$ cat config.mk
export PLATFORM = sky130hd
export DESIGN_NAME = loop_timing_statistics
export DESIGN_NICKNAME = d
export VERILOG_FILES = /design/src/hdl/lts_pkg.sv /design/src/hdl/lts_front.sv /design/src/hdl/lts_divider.sv /design/src/hdl/lts_back.sv /design/src/hdl/loop_timing_statistics.sv
export VERILOG_INCLUDE_DIRS = /design/src /design/src/hdl
export SDC_FILE = /design/constraint.sdc
export NUM_CORES = 2
export LEC_CHECK = 0
export BUFFER_PORTS_ARGS = -buffer_cell sky130_fd_sc_hd__buf_2
export CAP_MARGIN = 20
export CORE_MARGIN = 5
export CORE_UTILIZATION = 61
export CTS_CLUSTER_SIZE = 40
export DETAILED_ROUTE_END_ITERATION = 10
export PLACE_DENSITY_LB_ADDON = 0.2
export REMOVE_ABC_BUFFERS = 1
export SYNTH_ARGS = -nofsm -noshare
export SYNTH_HDL_FRONTEND = slang
export SYNTH_SLANG_ARGS = --single-unit
$ cat constraint.sdc
create_clock -name clk -period 4.4 [get_ports clk]
set_input_delay 0.22 -clock clk [delete_from_list [all_inputs] [get_ports clk]]
set_output_delay 0.22 -clock clk [all_outputs]
set_load 0.005 [all_outputs]
$ cat src/hdl/loop_timing_statistics_defines.svh
// ---------------------------------------------------------------------------
// Loop timing statistics assertion macros
// Shared concurrent assertion helpers for the statistics block.
// ---------------------------------------------------------------------------
`ifndef LOOP_TIMING_STATISTICS_DEFINES_SVH
`define LOOP_TIMING_STATISTICS_DEFINES_SVH
`ifndef SYNTHESIS
`define LTS_ASSERT_IMPL(label, clk, rst_n, ante, cons) \
  label: assert property (@(posedge clk) disable iff (!rst_n) (ante) |-> (cons)) \
    else $error("assertion failed");
`define LTS_ASSERT_NEXT(label, clk, rst_n, ante, cons) \
  label: assert property (@(posedge clk) disable iff (!rst_n) (ante) |=> (cons)) \
    else $error("assertion failed");
`else
`define LTS_ASSERT_IMPL(label, clk, rst_n, ante, cons)
`define LTS_ASSERT_NEXT(label, clk, rst_n, ante, cons)
`endif
`endif

$ cat src/hdl/lts_pkg.sv
// ---------------------------------------------------------------------------
// Loop timing statistics package
// Payload types, widths and defaults shared by the block.
// ---------------------------------------------------------------------------
package lts_pkg;
  localparam int TS_W = 63;
  localparam int STAT_W = 32;
  localparam int SUM_W = 64;
  localparam int DURATION_WIDTH_DEF = 32;
  localparam int NUM_CFG = 2;
  localparam int CFG_IDX_W = 1;
  localparam int CFG_DATA_W = 32;
  localparam logic [CFG_IDX_W-1:0] REG_THRESHOLD = 1'b0;
  localparam logic [CFG_IDX_W-1:0] REG_IGNORE = 1'b1;
  localparam logic CMD_RECORD = 1'b0;
  localparam logic CMD_CLEAR = 1'b1;

  typedef struct packed {
    logic            command;
    logic [TS_W-1:0] start_time;
    logic [TS_W-1:0] stop_time;
  } in_item_t;

  typedef struct packed {
    logic              counted;
    logic [STAT_W-1:0] iterations;
    logic [STAT_W-1:0] compute_mean;
    logic [STAT_W-1:0] compute_min;
    logic [STAT_W-1:0] compute_max;
    logic [STAT_W-1:0] period_mean;
    logic [STAT_W-1:0] period_min;
    logic [STAT_W-1:0] period_max;
    logic [STAT_W-1:0] delayed_count;
  } out_item_t;
endpackage

$ cat src/hdl/lts_front.sv
// ---------------------------------------------------------------------------
// Loop timing statistics front end
// Accepts beats and reduces timestamps to clamped durations.
// ---------------------------------------------------------------------------
module lts_front
  import lts_pkg::*;
#(
  parameter int DURATION_WIDTH = DURATION_WIDTH_DEF
) (
  input  logic                      clk,
  input  logic                      rst_n,
  input  logic                      in_valid,
  output logic                      in_ready,
  input  in_item_t                  in_data,
  output logic                      q_valid,
  input  logic                      q_ready,
  output logic                      q_cmd,
  output logic [DURATION_WIDTH-1:0] q_comp,
  output logic [DURATION_WIDTH-1:0] q_per
);
  localparam logic [TS_W:0] DUR_MAX = {{(TS_W+1-DURATION_WIDTH){1'b0}},
                                       {DURATION_WIDTH{1'b1}}};
  logic [TS_W-1:0] prev_r, prev_nxt;
  logic q_valid_r, q_valid_nxt;
  logic q_cmd_r;
  logic [DURATION_WIDTH-1:0] q_comp_r, q_per_r;
  logic [TS_W:0] dc, dp;
  logic acc;

  assign in_ready = !q_valid_r || q_ready;
  assign acc = in_valid && in_ready;
  assign dc = {1'b0, in_data.stop_time} - {1'b0, in_data.start_time};
  assign dp = {1'b0, in_data.start_time} - {1'b0, prev_r};

  always_comb begin
    prev_nxt = prev_r;
    if (acc && in_data.command == CMD_RECORD) prev_nxt = in_data.start_time;
    q_valid_nxt = q_valid_r;
    if (acc) q_valid_nxt = 1'b1;
    else if (q_ready) q_valid_nxt = 1'b0;
  end

  always_ff @(posedge clk) begin
    if (!rst_n) begin
      prev_r <= '0;
      q_valid_r <= 1'b0;
    end else begin
      prev_r <= prev_nxt;
      q_valid_r <= q_valid_nxt;
    end
    if (acc) begin
      q_cmd_r <= in_data.command;
      q_comp_r <= dc[TS_W] ? '0 : (dc > DUR_MAX ? '1 : dc[DURATION_WIDTH-1:0]);
      q_per_r <= dp[TS_W] ? '0 : (dp > DUR_MAX ? '1 : dp[DURATION_WIDTH-1:0]);
    end
  end

  assign q_valid = q_valid_r;
  assign q_cmd = q_cmd_r;
  assign q_comp = q_comp_r;
  assign q_per = q_per_r;
endmodule

$ cat src/hdl/lts_divider.sv
// ---------------------------------------------------------------------------
// Loop timing statistics divider
// Restoring divider, one quotient bit per cycle, low 32 bits kept.
// ---------------------------------------------------------------------------
module lts_divider
  import lts_pkg::*;
(
  input  logic              clk,
  input  logic              rst_n,
  input  logic              start,
  input  logic [SUM_W-1:0]  dividend,
  input  logic [STAT_W-1:0] divisor,
  output logic              done,
  output logic [STAT_W-1:0] quotient
);
  localparam int CNT_W = $clog2(SUM_W + 1);
  logic [SUM_W-1:0] quo_r, quo_nxt;
  logic [STAT_W:0] rem_r, rem_nxt;
  logic [STAT_W-1:0] dvs_r;
  logic [CNT_W-1:0] cnt_r, cnt_nxt;
  logic busy_r, busy_nxt;
  logic done_r, done_nxt;
  logic [STAT_W+1:0] sh, diff;

  assign sh = {rem_r, quo_r[SUM_W-1]};
  assign diff = sh - {2'b00, dvs_r};

  always_comb begin
    quo_nxt = quo_r;
    rem_nxt = rem_r;
    cnt_nxt = cnt_r;
    busy_nxt = busy_r;
    done_nxt = 1'b0;
    if (start) begin
      quo_nxt = dividend;
      rem_nxt = '0;
      cnt_nxt = CNT_W'(SUM_W);
      busy_nxt = 1'b1;
    end else if (busy_r) begin
      if (!diff[STAT_W+1]) begin
        rem_nxt = diff[STAT_W:0];
        quo_nxt = {quo_r[SUM_W-2:0], 1'b1};
      end else begin
        rem_nxt = sh[STAT_W:0];
        quo_nxt = {quo_r[SUM_W-2:0], 1'b0};
      end
      cnt_nxt = cnt_r - 1'b1;
      if (cnt_r == CNT_W'(1)) begin
        busy_nxt = 1'b0;
        done_nxt = 1'b1;
      end
    end
  end

  always_ff @(posedge clk) begin
    if (!rst_n) begin
      busy_r <= 1'b0;
      done_r <= 1'b0;
      cnt_r <= '0;
    end else begin
      busy_r <= busy_nxt;
      done_r <= done_nxt;
      cnt_r <= cnt_nxt;
    end
    quo_r <= quo_nxt;
    rem_r <= rem_nxt;
    if (start) dvs_r <= divisor;
  end

  assign done = done_r;
  assign quotient = quo_r[STAT_W-1:0];
endmodule

$ cat src/hdl/lts_back.sv
// ---------------------------------------------------------------------------
// Loop timing statistics back end
// Updates the accumulators and forms one result beat per item.
// ---------------------------------------------------------------------------
`include "loop_timing_statistics_defines.svh"
module lts_back
  import lts_pkg::*;
#(
  parameter int DURATION_WIDTH = DURATION_WIDTH_DEF
) (
  input  logic                      clk,
  input  logic                      rst_n,
  input  logic [STAT_W-1:0]         threshold,
  input  logic [15:0]               ignore_cnt,
  input  logic                      q_valid,
  output logic                      q_ready,
  input  logic                      q_cmd,
  input  logic [DURATION_WIDTH-1:0] q_comp,
  input  logic [DURATION_WIDTH-1:0] q_per,
  output logic                      out_valid,
  input  logic                      out_ready,
  output out_item_t                 out_data
);
  typedef enum logic [3:0] {
    S_IDLE = 4'b0001, S_DIVC = 4'b0010, S_DIVP = 4'b0100, S_OUT = 4'b1000
  } state_t;
  localparam logic [DURATION_WIDTH-1:0] DONES = '1;

  state_t state_r, state_nxt;
  logic [16:0] skip_r;
  logic [STAT_W-1:0] cnt_r, late_r;
  logic [SUM_W-1:0] csum_r, psum_r;
  logic [DURATION_WIDTH-1:0] clo_r, chi_r, plo_r, phi_r;
  logic counted_r;
  logic [STAT_W-1:0] cmean_r;
  logic div_start, div_done;
  logic [SUM_W-1:0] div_a;
  logic [STAT_W-1:0] div_q;
  logic [SUM_W:0] cs, ps;
  logic take, have;
  out_item_t res;

  assign q_ready = state_r == S_IDLE;
  assign take = q_valid && q_ready;
  assign cs = {1'b0, csum_r} + {{(SUM_W+1-DURATION_WIDTH){1'b0}}, q_comp};
  assign ps = {1'b0, psum_r} + {{(SUM_W+1-DURATION_WIDTH){1'b0}}, q_per};
  assign have = cnt_r != '0;

  always_comb begin
    state_nxt = state_r;
    div_start = 1'b0;
    div_a = csum_r;
    case (state_r)
      S_IDLE: if (take) state_nxt = S_DIVC;
      S_DIVC: begin
        if (!have) state_nxt = S_OUT;
        else begin
          div_start = 1'b1;
          state_nxt = S_DIVP;
        end
      end
      S_DIVP: begin
        div_a = psum_r;
        if (div_done) begin
          div_start = 1'b1;
          state_nxt = S_OUT;
        end
      end
      S_OUT: if (out_valid && out_ready) state_nxt = S_IDLE;
      default: state_nxt = S_IDLE;
    endcase
  end

  always_ff @(posedge clk) begin
    if (!rst_n) begin
      state_r <= S_IDLE;
      skip_r <= 17'd1;
      cnt_r <= '0;
      late_r <= '0;
      csum_r <= '0;
      psum_r <= '0;
      clo_r <= DONES;
      chi_r <= '0;
      plo_r <= DONES;
      phi_r <= '0;
      counted_r <= 1'b0;
    end else begin
      state_r <= state_nxt;
      if (take) begin
        counted_r <= 1'b0;
        if (q_cmd == CMD_CLEAR) begin
          skip_r <= {1'b0, ignore_cnt} + 17'd1;
          cnt_r <= '0;
          late_r <= '0;
          csum_r <= '0;
          psum_r <= '0;
          clo_r <= DONES;
          chi_r <= '0;
          plo_r <= DONES;
          phi_r <= '0;
        end else if (skip_r != '0) begin
          skip_r <= skip_r - 17'd1;
        end else if (cnt_r != '1) begin
          counted_r <= 1'b1;
          cnt_r <= cnt_r + 1'b1;
          csum_r <= cs[SUM_W] ? '1 : cs[SUM_W-1:0];
          psum_r <= ps[SUM_W] ? '1 : ps[SUM_W-1:0];
          if (q_comp < clo_r) clo_r <= q_comp;
          if (q_comp > chi_r) chi_r <= q_comp;
          if (q_per < plo_r) plo_r <= q_per;
          if (q_per > phi_r) phi_r <= q_per;
          if ({{(SUM_W+1-DURATION_WIDTH){1'b0}}, q_per} >
              {{(SUM_W+1-STAT_W){1'b0}}, threshold})
            late_r <= late_r + 1'b1;
        end
      end
    end
    if (state_r == S_DIVP) begin
      if (div_done) cmean_r <= div_q;
    end else if (state_r == S_DIVC) begin
      cmean_r <= '0;
    end
  end

  lts_divider u_div (
    .clk(clk), .rst_n(rst_n), .start(div_start), .dividend(div_a),
    .divisor(cnt_r), .done(div_done), .quotient(div_q)
  );

  // S_OUT waits for the period quotient (if the count is non-zero), then holds it with the beat
  logic [STAT_W-1:0] pmean_r;
  logic out_v_r;
  always_ff @(posedge clk) begin
    if (!rst_n) out_v_r <= 1'b0;
    else if (state_r == S_OUT && (!have || div_done)) out_v_r <= !out_ready;
    else if (out_ready) out_v_r <= 1'b0;
    if (state_r == S_OUT && div_done) pmean_r <= div_q;
    else if (state_r == S_DIVC) pmean_r <= '0;
  end

  always_comb begin
    res.counted = counted_r;
    res.iterations = cnt_r;
    res.compute_mean = cmean_r;
    res.compute_min = have ? STAT_W'(clo_r) : '0;
    res.compute_max = have ? STAT_W'(chi_r) : '0;
    res.period_mean = (state_r == S_OUT && div_done) ? div_q : pmean_r;
    res.period_min = have ? STAT_W'(plo_r) : '0;
    res.period_max = have ? STAT_W'(phi_r) : '0;
    res.delayed_count = late_r;
  end

  assign out_valid = (state_r == S_OUT && (!have || div_done)) || out_v_r;
  assign out_data = res;

  // beat stays offered after a stall until the receiver takes it
  logic held;
  assign held = out_v_r;
  `LTS_ASSERT_NEXT(a_hold, clk, rst_n, out_valid && !out_ready, out_valid)
  `LTS_ASSERT_IMPL(a_noacc, clk, rst_n, state_r != S_IDLE, !q_ready)
  `LTS_ASSERT_IMPL(a_held, clk, rst_n, held, state_r == S_OUT)
  `LTS_ASSERT_IMPL(a_mmx, clk, rst_n, have, clo_r <= chi_r && plo_r <= phi_r)
endmodule

$ cat src/hdl/loop_timing_statistics.sv
// Loop timing statistics. Input beats (in_valid/in_ready, in_data) carry a
// command and start/stop timestamps in ns; each beat yields exactly one
// output beat (out_valid/out_ready, out_data) with the running statistics.
// Configuration: cfg_we writes cfg_data into register cfg_index at once
// (0 threshold, 1 ignore count); write only while idle.
// Flow: a front stage clamps durations into a one-entry queue; the back
// stage updates the accumulators and runs two serial 64-step divisions
// for the means on one shared restoring divider.
// Order: front register, back update in S_IDLE, the two divisions (skipped
// while the count is zero), result beat in S_OUT. The back stage takes no
// new item before its result is taken; the front accepts one further item
// meanwhile.
// Reset: synchronous, active low; statistics clear, threshold all ones,
// ignore count 0, previous start 0.
// Stall: when out_ready is low the result is held and the back stage
// waits; the front queue then fills and in_ready drops.
// ---------------------------------------------------------------------------
// Loop timing statistics top level
// Ties the config registers, front end and statistics back end.
// ---------------------------------------------------------------------------
module loop_timing_statistics
  import lts_pkg::*;
#(
  parameter int DURATION_WIDTH = DURATION_WIDTH_DEF
) (
  input  logic                  clk,
  input  logic                  rst_n,
  input  logic                  in_valid,
  output logic                  in_ready,
  input  in_item_t              in_data,
  output logic                  out_valid,
  input  logic                  out_ready,
  output out_item_t             out_data,
  input  logic                  cfg_we,
  input  logic [CFG_IDX_W-1:0]  cfg_index,
  input  logic [CFG_DATA_W-1:0] cfg_data
);
  logic [STAT_W-1:0] thr_r;
  logic [15:0] ign_r;
  logic q_valid, q_ready, q_cmd;
  logic [DURATION_WIDTH-1:0] q_comp, q_per;

  always_ff @(posedge clk) begin
    if (!rst_n) begin
      thr_r <= '1;
      ign_r <= '0;
    end else if (cfg_we) begin
      case (cfg_index)
        REG_THRESHOLD: thr_r <= cfg_data;
        REG_IGNORE: ign_r <= cfg_data[15:0];
        default: ;
      endcase
    end
  end

  lts_front #(.DURATION_WIDTH(DURATION_WIDTH)) u_front (
    .clk(clk), .rst_n(rst_n), .in_valid(in_valid), .in_ready(in_ready),
    .in_data(in_data), .q_valid(q_valid), .q_ready(q_ready), .q_cmd(q_cmd),
    .q_comp(q_comp), .q_per(q_per)
  );

  lts_back #(.DURATION_WIDTH(DURATION_WIDTH)) u_back (
    .clk(clk), .rst_n(rst_n), .threshold(thr_r), .ignore_cnt(ign_r),
    .q_valid(q_valid), .q_ready(q_ready), .q_cmd(q_cmd), .q_comp(q_comp),
    .q_per(q_per), .out_valid(out_valid), .out_ready(out_ready),
    .out_data(out_data)
  );
endmodule

### After elaboration in Yosys (flattened, before gate mapping)

Index checks and enable logic that the tools add are counted.

* logic and storage cells: 168
* register bits after elaboration: 722
* output and inout port bits: 259

* reductions and logical operators: 39
* add/subtract/negate cells: 10
* $lt $le $gt $ge: 7
* equal/unequal tests: 10
* mux-type cells: 70
* bitwise operators: 4

Operators with widths (number)
* 2-to-1 mux 32 bit: 34
* 2-to-1 mux 64 bit: 11
* adder 64 x 32 -> 65 bit: 2
* greater-than comparator 64 x 32 -> 1 bit, second input constant: 2
* subtractor 63 x 63 -> 64 bit: 2
* greater-than comparator 32 bit: 3
* adder 32 x 1 -> 32 bit, second input constant: 2
* < comparator 32 bit: 2
* 2-to-1 mux 17 bit: 2
* subtractor 34 x 32 -> 34 bit: 1
* 2-to-1 mux 33 bit: 1
* != test 32 bit, second input constant: 1
* nonzero test 32 bit: 1
* nonzero test 2 bit: 12
* AND reduction 4 bit: 5
* adder 16 x 1 -> 17 bit, second input constant: 1
* nonzero test 17 bit: 1
* subtractor 17 x 1 -> 17 bit, second input constant: 1
* 2-to-1 mux 4 bit: 4
* case mux 4 bit (4 select lines): 1
* 2-to-1 mux 1 bit: 14
* 2-to-1 mux 7 bit: 2
* AND reduction 2 bit: 4
* equality test 7 x 1 -> 1 bit, second input constant: 1
* other kinds (15): 30

### Longest topological paths before layout

* word-level depth: 8
* depth in mapped cells: 17
* mapped depth without buffers: 15

### By module

From an unflattened synthesis, not the netlist that was laid out.

* cell total of the unflattened synthesis: 5935
* area, all modules: 49591.3 sq um

By module, submodules not included
* lts_back: cells each 3162, times used 1, area an instance 26007.4 sq um
* lts_front: cells each 1853, times used 1, area an instance 13873.3 sq um
* lts_divider: cells each 704, times used 1, area an instance 7613.6 sq um
* loop_timing_statistics: cells each 216, times used 1, area an instance 2097.0 sq um

### Least setup slack after synthesis

No wires, ideal clock.

* kind: reg2reg
* start: register u_back.cnt_r[0]
* end: register u_back.u_div.quo_r[0] (enable)
* arrival: 3.578 ns
* cell stages (with the launch flop): 11
* data required time: 3.981 ns
* path buffers: 1
* clock period less this slack: 3.997 ns
* library setup time: 0.419 ns
* setup slack: 0.403 ns
* cells stage by stage: dfxtp_1 > inv_1 > ha_1 > nor4b_1 > nand4_1 > nor2_1 > o21a_1 > clkbuf_1 > inv_1 > nor2_1 > inv_1

* longest elaborated chain between the ends: 4

RTL lines
* from (decl): RTL line lts_back.sv:31 `logic [STAT_W-1:0] cnt_r, late_r;`
* from (signal assigned): RTL line lts_back.sv:105 `cnt_r <= cnt_r + 1'b1;`
* nonzero test 32 bit: RTL line lts_back.sv:47 `assign have = cnt_r != '0;`
* 2-to-1 mux 1 bit: RTL line lts_back.sv:56 `if (!have) state_nxt = S_OUT;`
* case mux 1 bit (2 select lines): RTL line lts_back.sv:53 `case (state_r)`
* via u_back.div_start: RTL line lts_back.sv:36 `logic div_start, div_done;`
* nonzero test 2 bit (no source line)
* to (signal assigned): RTL line lts_divider.sv:65 `quo_r <= quo_nxt;`
* to (decl): RTL line lts_divider.sv:17 `logic [SUM_W-1:0] quo_r, quo_nxt;`

The timed path passes the listed nets, and every way through them passes these cells.
A chain may end at the register's enable or synchronous reset.

### Worst setup path in the final report

* start: register u_front.prev_r[0]
* end: register u_front.q_per_r[22], in the netlist u_front.q_per[22] (data pin)

* longest elaborated chain between the ends: 3

RTL lines
* from (decl): RTL line lts_front.sv:23 `logic [TS_W-1:0] prev_r, prev_nxt;`
* from (signal assigned): RTL line lts_front.sv:48 `prev_r <= prev_nxt;`
* subtractor 63 x 63 -> 64 bit *: RTL line lts_front.sv:33 `assign dp = {1'b0, in_data.start_time} - {1'b0, prev_r};`
* greater-than comparator 64 x 32 -> 1 bit: RTL line lts_front.sv:54 `q_per_r <= dp[TS_W] ? '0 : (dp > DUR_MAX ? '1 : dp[DURATION_WIDTH-1:0]);`
* 2-to-1 mux 32 bit: RTL line lts_front.sv:54
* to (signal assigned): RTL line lts_front.sv:54
* to (decl): RTL line lts_front.sv:26 `logic [DURATION_WIDTH-1:0] q_comp_r, q_per_r;`

Mark *: on every way between the ends. The rest lies on a longest branch, timed or not.

==> summary.txt <==
Drt
  – Drc violations: 0
  – 1st-pass router iterations: 8
  – Post-route ant nets: 0
  – DR WL/cell: 21.3 um
  – Vias: 45900
  – 1st-iter DRT viols: 4385
  – Post-DR vias/cell: 6.23
  – Routed wire length: 157000 um

Pwr
  – P_leak: 24.7 nW
  – Part of the power in the clock network: 38.7%
  – Switch share: 30.0%
  – P_sw: 0.00531 W
  – VDD IR-drop max: 0.000291 V
  – Pint: 0.0124 W
  – Sequential share of power: 41.4%
  – Power per standard cell area: 319 nW/um2
  – Logic gate share of total power: 19.9%

STA
  – Clock period minus worst slack: 4230 ps
  – Achievable Freq: 236 MHz
  – Max-slew violation count: 0
  – Slew @ Worst Pin: 1040 ps
  – Part of the cycle the worst path needs: 96.2%
  – Hold_ws: 149 ps
  – Endpoints failing setup: 0
  – Fin. Hold Viols: 0
  – Clock Skew: 58.5 ps
  – Rel. slew slack: 30.6%

Status
  – Status: finished, final reports clean

Clocking
  – Num CTS Buffers: 80
  – H-tree lvl count: 3
  – CTS tree: yes
  – Skew-Pair Late Insertion Delay: 660 ps
  – Clk slew on worst S/H paths: 60 ps
  – CTS Sinks: 722
  – CTS max path bufs: 3
  – Root buf cell: clkbuf_16

Cells and area
  – Non-filler cells in the finished layout: 7374
  – Final std cell area, no fill: 55400 um2
  – P&R area growth vs syn: 15.7%
  – Fin nets: 6824
  – Share of post-route cells with drive strength above 1: 12.1%

Placement
  – DP HPWL: 116000 um
  – Port Buf Inserts: 423
  – Placed cell count: 7113
  – Dpl cell area: 51600 um2
  – Placer Congestion: 0.986

Synthesis
  – Leading post-synthesis cells by cell area: dfxtp_1 (21%), edfxtp_1 (14%), ha_1 (10%)
  – EDFF count, synth: 225
  – Synth warn: 0
  – Gate Count Post-Synth: 5807
  – Mean Syn Cell Area: 8.25 um2
  – Asr flop ratio synth: 0%
  – Synthesized area: 47900 um2
  – Top FF cell, synth: dfxtp_1
  – Yosys top cell area share: 20.8%
  – Register area share after synthesis: 34.9%
  – Synth Register Bits: 722
  – Yosys top cell by area: dfxtp_1
  – Netlist cell types: 94

Setup path
  – Setup Crit Path Kind: register to register
  – Slowest stage cell, crit path: or4_1
  – Startpoint types: register
  – Required @ worst endpoint: 4750 ps
  – Worst Path Arrival: 4590 ps
  – Critical path fanouts, max: 32
  – Most frequent CP cell: nand4_1
  – Crit path buffers/inverters: 2
  – Largest delay share family, worst path: compound AO/OA/AOI/OAI gates
  – Crit end category: register
  – CP Cell Sequence: ha_1 -> inv_1 -> fa_1 -> a21o_1 -> nand4_1 -> a211oi_1 -> a211oi_2 -> a41o_2 -> a21boi_1 -> or4_1 -> a2111oi_0 -> nand4_1 -> nor4_4 -> buf_12 -> a21oi_1
  – Slowest stage delay, CP: 470 ps

Die
  – Die ar.: 84300 um2
  – Core area: 77700 um2
  – # IOs: 424
  – # rows: 102
  – Die H: 290 um
  – Initial core utilization: 61.7%
  – Die X: 290 um

Worst hold path
  – Worst min path class: input port to register

Global routing
  – Global Route Usage Sum: 35.3%
  – First-pass GRT wire length: 244000 um
  – Grt total ovfl: 0
  – Initial antenna violation count: 5
  – Vias in the first global route: 44000
  – Largest net degree at the start of global routing: 159

Job
  – Max-cap violations: 0
-- metrics by stage --
step,utilization (%),total power (W),setup WS [ps],TNS (ps)
after floorplan,-,0.00962,-12410,-3087170
after global placement,66.4,0.0107,224,0
after detailed placement,66.4,0.0108,118,0
after CTS,71.3,0.0177,200,0
after global routing,71.3,0.0184,-32.6,-233
final,71.3,0.0177,166,0
-- cells in the mapped netlist (all sizes together), types with 37 or more instances --
library cell	instances
xnor2	137
nor2b	49
a31oi	48
o21ai	401
mux2i	130
o21a	74
a21o	191
nor2	404
clkbuf	264
o211ai	54
nor3	92
o22a	65
inv	423
nand3	104
nor4	70
nand4	104
and3	83
or3	52
a22o	37
nand2	740
nand2b	42
a21oi	401
dfxtp	497
a41oi	42
and2	79
xor2	83
ha	387
edfxtp	225
a21boi	130
-- layout by cell type, fill, tap and decap left out, types with 46 or more instances in the layout --
cell	netlist	final
buf_2	10	422
nor2_1	404	402
xor2_1	83	81
or3_1	52	51
nor3_1	91	90
and3_1	83	83
mux2i_1	130	130
nor2b_1	49	46
a31oi_1	48	46
and2_1	78	76
nand3_1	104	104
ha_1	387	387
o21a_1	74	73
dfxtp_1	497	496
a21boi_0	129	129
a21o_1	191	191
o211ai_1	54	54
buf_4	1	122
nand4_1	104	104
o21ai_0	392	391
xnor2_1	137	137
clkbuf_16	0	80
inv_1	423	422
nor4_1	68	67
a21oi_1	400	399
nand2_1	740	739
o22a_1	65	65
edfxtp_1	225	225
dlygate4sd3_1	0	109
-- area by class of cell --
| class | count | area, um2 |
|---|---|---|
| Clock buffer | 107 | 2190 |
| Fill cell | 6088 | 22300 |
| Sequential cell | 722 | 16700 |
| Inverter | 424 | 1590 |
| Tap cell | 1040 | 1300 |
| Timing Repair Buffer | 670 | 4450 |
| Antenna cell | 5 | 12.5 |
| Clock inverter | 37 | 500 |
| Multi-Input combinational cell | 4369 | 28700 |
-- path summary, 6_finish.rpt --
path / startpoint / end / slack [ps] / depth (start not counted)
max reg2reg: u_front.prev_r[0]$_SDFFE_PN0P_ / u_front.q_per[22]$_SDFFCE_PN0P_ / 170 / 15
max: u_front.prev_r[0]$_SDFFE_PN0P_ / u_front.q_per[22]$_SDFFCE_PN0P_ / 170 / 15
min: in_data[0] / u_front.q_comp[0]$_SDFFCE_PN0P_ / 150 / 4
min reg2reg: u_back.phi_r[6]$_SDFFE_PN0P_ / u_back.phi_r[6]$_SDFFE_PN0P_ / 460 / 2
-- worst min-delay path: cells and delay by family --
family,cells,cell delay (ps)
buffers and inverters,2,150
adders and majority gates,1,140
AOI/OAI and AO/OA,1,110
-- power by group through the flow --
stage	Clock [W]	Sequential (W)	Combinational [W]
after global routing	0.00719	0.00733	0.00383
after floorplan	0	0.00735	0.00226
final	0.00685	0.00732	0.00351
after CTS	0.00692	0.00731	0.00343
after detailed placement	0	0.00745	0.00332
after global placement	0	0.00745	0.00327
-- kinds of logic (layout without fill, tap and decap cells) --
kind of cell	count (synthesis)	in the layout	share of synthesized area, %
and+or+nand+nor	1919	1919	19.0
AOI/OAI and AO/OA	1705	1705	23.3
DFF	722	722	34.9
buffers and inverters	716	1238	5.70
adders and majority gates	392	392	10.3
xor gates and xnor gates	220	220	4.02
muxes	133	133	2.79
other	0	5	0
-- state kept, by name (all words and copies together) (netlist names), 33 cells and up --
| name | cells |
|---|---|
| u_back.u_div.rem_r | 33 |
| u_back.csum_r | 64 |
| u_back.psum_r | 64 |
| u_front.prev_r | 63 |
| u_back.u_div.quo_r | 64 |
-- what timing repair did --
item / 4_1_cts / 5_1_grt
hold buffers: 109 / 0
resized for setup: 0 / 7
endpoints found under the hold margin: 138 / 0
buffers inserted: 0 / 3
setup endpoints to repair: 0 / 55
-- layer usage --
metal	GRT usage, %	vias up	routed length (um)
li1	-	21800	-
met1	44.3	21600	61700
met2	58.0	2074	72300
met3	6.42	495	13000
met4	19.3	0	10100
met5	0	-	0
No activity file was read; power rests on OpenSTA's default activity.
